$ cat src/sv/sts_pkg.sv
package sts_pkg;

  localparam int ORDER     = 64;
  localparam int IDX_W     = $clog2(ORDER);
  localparam int ENTRIES   = 1024;
  localparam int ENT_AW    = $clog2(ENTRIES);
  localparam int CNT_W     = ENT_AW + 1;
  localparam int ORD_W     = 7;
  localparam int VAL_W     = 32;
  localparam int ACC_W     = 2 * VAL_W;
  localparam int DIV_STEPS = ACC_W;
  localparam int DCNT_W    = $clog2(DIV_STEPS + 1);

  localparam logic signed [VAL_W-1:0] Q_ONE = 32'sh0001_0000;

  // input word kinds
  typedef enum logic [1:0] {
    OP_CLEAR = 2'd0,
    OP_ENTRY = 2'd1,
    OP_RHS   = 2'd2,
    OP_SOLVE = 2'd3
  } op_t;

  typedef enum logic [1:0] {
    M_LOWER = 2'd0,
    M_UPPER = 2'd1,
    M_UNIT  = 2'd2,
    M_ILU   = 2'd3
  } mode_t;

  // result status codes
  localparam logic [1:0] STAT_OK   = 2'd0;
  localparam logic [1:0] STAT_DIAG = 2'd1;
  localparam logic [1:0] STAT_OVF  = 2'd2;

  // configuration register indexes
  localparam logic CFG_MODE  = 1'b0;
  localparam logic CFG_ORDER = 1'b1;

  // sweep over the rows: diagonal check, lower, upper, result output
  typedef enum logic [1:0] {
    P_CHK = 2'd0,
    P_LO  = 2'd1,
    P_UP  = 2'd2,
    P_OUT = 2'd3
  } pass_t;

  typedef struct packed {
    logic  load;
    logic  start;
    logic  pfx_rd;
    logic  pfx_wr;
    logic  pass_beg;
    logic  row_rd;
    logic  row_ini;
    logic  ent_rd;
    logic  ent_dat;
    logic  ent_mul;
    logic  ent_acc;
    logic  diag_wr;
    logic  div_start;
    logic  div_step;
    logic  wv_wr;
    logic  row_adv;
    logic  out_rd;
    logic  out_ld;
    logic  err_ld;
    pass_t pass;
    logic  unit;
  } cmd_t;

  typedef struct packed {
    mode_t mode;
    logic  pfx_last;
    logic  k_lt_hi;
    logic  diag_bad;
    logic  div_done;
    logic  row_last;
    logic  out_free;
  } sts_t;

endpackage

$ cat src/sv/sts_ctrl.sv
module sts_ctrl (
  input  logic          clk,
  input  logic          rst_n,
  input  logic          in_tvalid,
  input  logic [1:0]    in_op,
  output logic          in_tready,
  output sts_pkg::cmd_t cmd,
  input  sts_pkg::sts_t sts
);

  typedef enum logic [15:0] {
    S_IDLE    = 16'h0001,
    S_PFX_RD  = 16'h0002,
    S_PFX_WR  = 16'h0004,
    S_PASS    = 16'h0008,
    S_ROW_RD  = 16'h0010,
    S_ROW_INI = 16'h0020,
    S_ENT_RD  = 16'h0040,
    S_ENT_DAT = 16'h0080,
    S_ENT_WV  = 16'h0100,
    S_ENT_MUL = 16'h0200,
    S_ROW_END = 16'h0400,
    S_DIV     = 16'h0800,
    S_ROW_WR  = 16'h1000,
    S_ERR     = 16'h2000,
    S_OUT_RD  = 16'h4000,
    S_OUT_LD  = 16'h8000
  } state_t;

  state_t         state_r, state_nxt;
  sts_pkg::pass_t pass_r, pass_nxt;
  logic           unit_r, unit_nxt;

  assign in_tready = (state_r == S_IDLE);

  // sequence the sweeps and issue datapath commands
  always_comb begin
    state_nxt    = state_r;
    pass_nxt     = pass_r;
    unit_nxt     = unit_r;
    cmd          = '0;
    cmd.pass     = pass_r;
    cmd.unit     = unit_r;
    case (state_r)
      S_IDLE: begin
        if (in_tvalid) begin
          cmd.load = 1'b1;
          if (sts_pkg::op_t'(in_op) == sts_pkg::OP_SOLVE) begin
            cmd.start = 1'b1;
            state_nxt = S_PFX_RD;
          end
        end
      end
      S_PFX_RD: begin
        cmd.pfx_rd = 1'b1;
        state_nxt  = S_PFX_WR;
      end
      S_PFX_WR: begin
        cmd.pfx_wr = 1'b1;
        if (sts.pfx_last) begin
          pass_nxt  = (sts.mode == sts_pkg::M_UNIT) ? sts_pkg::P_LO : sts_pkg::P_CHK;
          unit_nxt  = (sts.mode == sts_pkg::M_UNIT) || (sts.mode == sts_pkg::M_ILU);
          state_nxt = S_PASS;
        end else begin
          state_nxt = S_PFX_RD;
        end
      end
      S_PASS: begin
        cmd.pass_beg = 1'b1;
        state_nxt    = (pass_r == sts_pkg::P_OUT) ? S_OUT_RD : S_ROW_RD;
      end
      S_ROW_RD: begin
        cmd.row_rd = 1'b1;
        state_nxt  = S_ROW_INI;
      end
      S_ROW_INI: begin
        cmd.row_ini = 1'b1;
        state_nxt   = S_ENT_RD;
      end
      S_ENT_RD: begin
        if (sts.k_lt_hi) begin
          cmd.ent_rd = 1'b1;
          state_nxt  = S_ENT_DAT;
        end else begin
          state_nxt = S_ROW_END;
        end
      end
      S_ENT_DAT: begin
        cmd.ent_dat = 1'b1;
        state_nxt   = (pass_r == sts_pkg::P_CHK) ? S_ENT_RD : S_ENT_WV;
      end
      S_ENT_WV: begin
        cmd.ent_mul = 1'b1;
        state_nxt   = S_ENT_MUL;
      end
      S_ENT_MUL: begin
        cmd.ent_acc = 1'b1;
        state_nxt   = S_ENT_RD;
      end
      S_ROW_END: begin
        if (pass_r == sts_pkg::P_CHK) begin
          if (sts.diag_bad) begin
            state_nxt = S_ERR;
          end else begin
            cmd.diag_wr = 1'b1;
            cmd.row_adv = 1'b1;
            if (sts.row_last) begin
              pass_nxt  = (sts.mode == sts_pkg::M_UPPER) ? sts_pkg::P_UP : sts_pkg::P_LO;
              state_nxt = S_PASS;
            end else begin
              state_nxt = S_ROW_RD;
            end
          end
        end else begin
          cmd.div_start = 1'b1;
          state_nxt     = S_DIV;
        end
      end
      S_DIV: begin
        if (sts.div_done) begin
          state_nxt = S_ROW_WR;
        end else begin
          cmd.div_step = 1'b1;
        end
      end
      S_ROW_WR: begin
        cmd.wv_wr   = 1'b1;
        cmd.row_adv = 1'b1;
        if (sts.row_last) begin
          if (pass_r == sts_pkg::P_LO && sts.mode == sts_pkg::M_ILU) begin
            pass_nxt = sts_pkg::P_UP;
          end else begin
            pass_nxt = sts_pkg::P_OUT;
          end
          state_nxt = S_PASS;
        end else begin
          state_nxt = S_ROW_RD;
        end
      end
      S_ERR: begin
        if (sts.out_free) begin
          cmd.err_ld = 1'b1;
          state_nxt  = S_IDLE;
        end
      end
      S_OUT_RD: begin
        cmd.out_rd = 1'b1;
        state_nxt  = S_OUT_LD;
      end
      S_OUT_LD: begin
        if (sts.out_free) begin
          cmd.out_ld  = 1'b1;
          cmd.row_adv = 1'b1;
          state_nxt   = sts.row_last ? S_IDLE : S_OUT_RD;
        end
      end
      default: begin
        state_nxt = S_IDLE;
      end
    endcase
  end

  always_ff @(posedge clk) begin
    if (!rst_n) begin
      state_r <= S_IDLE;
      pass_r  <= sts_pkg::P_CHK;
      unit_r  <= 1'b0;
    end else begin
      state_r <= state_nxt;
      pass_r  <= pass_nxt;
      unit_r  <= unit_nxt;
    end
  end

endmodule

$ cat config.mk
export PLATFORM = sky130hd
export DESIGN_NAME = sts_ctrl
export DESIGN_NICKNAME = d
export VERILOG_FILES = /design/src/sv/sts_pkg.sv /design/src/sv/sts_ctrl.sv
export SDC_FILE = /design/constraint.sdc
export NUM_CORES = 1
export LEC_CHECK = 0
export ABC_CLOCK_PERIOD_IN_PS = 2700
export CORE_ASPECT_RATIO = 1.2
export CORE_MARGIN = 4
export CORE_UTILIZATION = 55
export CTS_CLUSTER_DIAMETER = 200
export DETAILED_ROUTE_END_ITERATION = 10
export DONT_BUFFER_PORTS = 1
export HOLD_SLACK_MARGIN = 0.05
export MAX_ROUTING_LAYER = met4
export PLACE_DENSITY = 0.74
export SLEW_MARGIN = 20
export SYNTH_ARGS = -nofsm -noshare
export SYNTH_HDL_FRONTEND = slang
export SYNTH_SLANG_ARGS = --single-unit
$ cat constraint.sdc
create_clock -name clk -period 2.7 [get_ports clk]
set_input_delay 0.135 -clock clk [delete_from_list [all_inputs] [get_ports clk]]
set_output_delay 0.135 -clock clk [all_outputs]
set_load 0.02 [all_outputs]
* Word level (Yosys, flattened, before mapping)
Cells that the tools add are included. W data, S select, Z words.
Cells by class: equal/unequal tests 32, muxes and demuxes 48, reduce and logical (&&, ||, !) cells 8
Operators by type and width (number):
- $pmux W16 S15 | 1
- $mux W16 | 5
- $mux W15 | 2
- $mux W14 | 2
- $mux W1 | 23
- $mux W2 | 9
- $ne A2 B2 Y1 const B | 9
- $eq A16 B1 Y1 const B | 1
- $eq A16 B10 Y1 const B | 1
- $eq A16 B11 Y1 const B | 1
- $eq A16 B12 Y1 const B | 1
- $eq A16 B13 Y1 const B | 1
- $eq A16 B14 Y1 const B | 1
- $eq A16 B15 Y1 const B | 1
- $eq A16 B16 Y1 const B | 1
- $eq A16 B2 Y1 const B | 1
- $eq A16 B3 Y1 const B | 1
- $eq A16 B4 Y1 const B | 1
- $eq A16 B5 Y1 const B | 1
- $eq A16 B6 Y1 const B | 1
- $eq A16 B7 Y1 const B | 1
- $eq A16 B8 Y1 const B | 1
- $eq A16 B9 Y1 const B | 1
- $mux W11 | 1
- 16 further kinds | 20
Word-level totals: register bits after elaboration 19, output and inout port bits 23, logic and storage cells 91

* Logic depth before layout (Yosys ltp)
depth after elaboration 6, mapped depth 8, mapped depth without buffers 6

* Worst setup path before layout
OpenSTA, ideal clock, no wires.
kind reg2reg, start point register state_r[8], end point register state_r[8], setup time 0.064 ns, arrival 2.210 ns, slack 0.426 ns, stages on the path, launching flop included 6, path buffers 1, period minus slack after synthesis 2.274 ns, cell sequence dfxtp_1 > buf_6 > nor4_2 > nand4b_1 > nor4b_1 > and3_1
On the way: cells in the longest elaborated chain, start to end 3
Ends and longest elaborated chain:
- start, declared | RTL line sts_ctrl.sv:30 | state_t state_r, state_nxt;
- start signal, assigned | RTL line sts_ctrl.sv:169 | state_r <= state_nxt;
- $eq A16 B10 Y1, or another cell as far along | RTL line sts_ctrl.sv:44 | case (state_r)
- $reduce_or A2 Y1 (no source line), or another cell as far along
- $pmux W16 S15 / $reduce_and A5 Y1 (equally long branches)
Several ways; a longest one is shown, not always the timed one. A chain may end at the register's enable or synchronous reset.

==> qor.txt <==
I/O pins -> 36
number of setup buffers added after CTS -> 0
setup violators final -> 0
register-to-register setup slack -> 0.52 ns
Reg clk slew, reported paths -> 0.11 ns
Max stage delay on crit path -> 0.52 ns
final antenna-violating net count -> 0
result of the run -> complete, no violations
register bit total from synthesis -> 19
TritonCTS buffer count -> 3
sequential cell area -> 380.4 sq um
first-iteration detailed-routing DRC count -> 33
overall via count from detail_route -> 1294
total net switching power -> 194.3 uW
leading cell types in the layout, fill and taps excluded -> sky130_fd_sc_hd__nor2_1 (22), sky130_fd_sc_hd__dfxtp_1 (19), sky130_fd_sc_hd__nand2_1 (9), sky130_fd_sc_hd__buf_4 (9), sky130_fd_sc_hd__nand3_1 (8)
CP cell instances -> nor4_2 > nand4_1 > nor2_1 > and2_1 > or2b_1
area of combinational cells with multiple inputs -> 825.8 sq um
Final period util -> 90.70%
final-layout fill cell count -> 176
horizontal die dimension -> 52.08 um
routed wire length per instance -> 16.94 um
switching share of power -> 32.83%
internal power -> 397.6 uW
power density relative to cell area -> 412.4 nW/um^2
clock insertion delay at the later pin of the skew report -> 0.30 ns
row cnt -> 18
Critical Path Source Type -> flop
synth-to-layout area growth -> 11.90%
critical path start-end classification -> flop to output port
largest net degree at the start of global routing -> 15
fraction of layout cells with a size suffix above 1 -> 13.95%
average cell area after synthesis -> 8.016 sq um
aggregate routed wire length -> 3421 um
TritonCTS sink count -> 19
Comb pwr share -> 23.5%
final critical delay including setup and external delays -> 2.449 ns
number of remaining DRC errors -> 0
required time of the critical path -> 2.57 ns
post-synthesis net count -> 173
cell count after synthesis -> 160
setup repair after global routing missed its margin -> false
critical-path maximum fanout -> 8
total count of hold-check failures in the final report -> 0
number of levels the H-tree was split into -> 1
remaining global-route overflow -> 0
die footprint -> 3171 sq um
register area share after synthesis -> 29.66%
endpoint type of the worst setup path -> output port
starting utilization of the core area -> 59.94%
IR Drop Worst-Case VDD -> 384.3 uV
Yosys Warn Count -> 0
initial antenna violation count -> 0
normalized max-slew margin -> 64.43%
cell area after technology mapping -> 1282 sq um
number of buffers inserted by port buffering -> 0
CTS tree -> done
number of pins with negative max-slew slack in the final report -> 0
Yosys cell types -> 46
All-Layer GR Usage -> 24.78%
most common cell after layout, fill and taps aside -> sky130_fd_sc_hd__nor2_1
standard cell core area -> 2140 sq um
cell at the slowest stage of the critical path -> sky130_fd_sc_hd__nor4_2
Total Negative Setup Slacks -> 0 ns
maximum frequency from static timing analysis -> 0.4083 GHz
nets@finish -> 186
weighted congestion reported at the end of routability-driven placement -> 0.9424
final clock skew -> 0.0008543 ns
Diodes inserted -> 0
via/cell ratio -> 6.406
number of maximum-capacitance violations -> 0
class of the most critical hold timing path -> primary input to flop
router iterations before antenna repair -> 4
data arrival time at the worst-slack endpoint -> 2.31 ns
maximum clock path buffer count -> 2
half-perimeter wire length after placement -> 2605 um
first-pass GRT wire length -> 5775 um
number of global-route vias before repair -> 1278
power share of the clock group -> 25.6%
portion of total power attributed to sequential cells -> 50.9%
slew at the pin closest to its max-slew limit -> 0.5261 ns
Util after Layout -> 67.08%
overall die height -> 60.90 um
Static Leak -> 0.0005708 uW
CTS root buf -> sky130_fd_sc_hd__clkbuf_4
## final timing paths
check,cells after the start,start,to
min reg2reg,2,unit_r$_SDFFE_PN0N_,unit_r$_SDFFE_PN0N_
min,2,rst_n,state_r[0]$_SDFFE_PN1P_
max reg2reg,6,state_r[8]$_SDFFE_PN0P_,pass_r[0]$_SDFFE_PN0P_
max,5,state_r[6]$_SDFFE_PN0P_,cmd[6]
## per-stage QoR
stage / total power [uW] / cell area, sq um / setup WS, ns / hold slack [ns] / std cells
floorplan: 405.2 / 1282 / 0.4262 / 0.2809 / 160
global placement: 432.2 / 1338 / 0.5851 / 0.2612 / 191
detailed placement: 433.6 / 1338 / 0.5498 / 0.2620 / 191
CTS: 591.7 / 1435 / 0.2932 / 0.08293 / 202
global route: 625.1 / 1435 / 0.03834 / 0.1139 / 202
finish: 591.9 / 1435 / 0.2510 / 0.08389 / 202
## critical path: cells and delay by family (launching register included)
| family | cells | cell delay [ns] |
|---|---|---|
| simple gates | 5 | 1.61 |
| flops | 1 | 0.40 |
## power groups by stage
stage                     clock [uW]  sequential (uW)  combinational, uW
after floorplan                    0              304                101
after global placement             0              307                125
after detailed placement           0              307                126
after CTS                        152              301                139
after global routing             166              304                156
final                            151              301                139
## layer usage
| metal | track usage (%) | wire, um |
|---|---|---|
| met5 | - | 0 |
| met4 | 9.738 | 50 |
| met3 | 6.634 | 271 |
| met2 | 41.11 | 1703 |
| met1 | 28.23 | 1396 |
## layout make-up
| class | count | share of cell area (%) |
|---|---|---|
| inverters | 7 | 1.831 |
| clock buffers | 3 | 1.569 |
| multi-input cells | 126 | 57.54 |
| flip-flops and latches | 19 | 26.50 |
| well taps | 30 | 2.616 |
| clock inverters | 1 | 0.3487 |
| repair buffers | 16 | 9.590 |
## registers in the layout, summed over array words and instances, names as in the netlist
signal,cells
unit_r,1
state_r,16
pass_r,2
## synth_stat cells, drive strengths merged
| master | count | area, sq um |
|---|---|---|
| or4b | 1 | 13.76 |
| o22ai | 1 | 6.260 |
| or3 | 2 | 12.51 |
| o21ai | 5 | 25.02 |
| nor3b | 1 | 7.510 |
| a2bb2oi | 1 | 15.01 |
| a21oi | 5 | 25.02 |
| nand2b | 4 | 25.02 |
| and3 | 7 | 43.79 |
| nand4b | 2 | 17.52 |
| o32ai | 1 | 8.760 |
| and4b | 2 | 20.02 |
| a32oi | 2 | 17.52 |
| a21boi | 2 | 15.02 |
| inv | 7 | 26.28 |
| clkbuf | 4 | 15.01 |
| o41ai | 1 | 8.760 |
| a31oi | 1 | 6.260 |
| nor2b | 2 | 12.51 |
| or2b | 1 | 7.510 |
| nor3 | 5 | 25.02 |
| and4 | 1 | 8.760 |
| and3b | 2 | 17.52 |
| nor4 | 6 | 86.34 |
| dfxtp | 19 | 380.4 |
| maj3 | 1 | 10.01 |
| nor2 | 22 | 82.58 |
| nand3 | 8 | 40.04 |
| nand4 | 4 | 25.02 |
| or2 | 3 | 18.77 |
| and2 | 7 | 43.79 |
| o22a | 1 | 8.760 |
| nand2 | 9 | 33.78 |
| buf | 4 | 35.03 |
| xor2 | 4 | 35.03 |
| a211oi | 2 | 15.01 |
| nor4b | 6 | 52.55 |
| or4 | 4 | 35.03 |
## repair_timing
| item | 4_1_cts | 5_1_grt |
|---|---|---|
| hold endpoints to repair | 17 | 0 |
| setup endpoints to repair | 0 | 0 |
| gates resized for setup | 0 | 0 |
| hold buffers | 7 | 0 |
## cell families (layout without fill, tap and decap cells)
logic type	Yosys count	count (layout)	synth area share, %
XOR/XNOR	4	4	2.731
flip-flops	19	19	29.66
AO/OA/AOI/OAI	22	22	11.81
buffers and inverters	15	27	5.951
AND/OR/NAND/NOR	99	99	49.07
adder cells (fa/ha/maj)	1	1	0.7805
No activity file was read; power rests on OpenSTA's default activity.
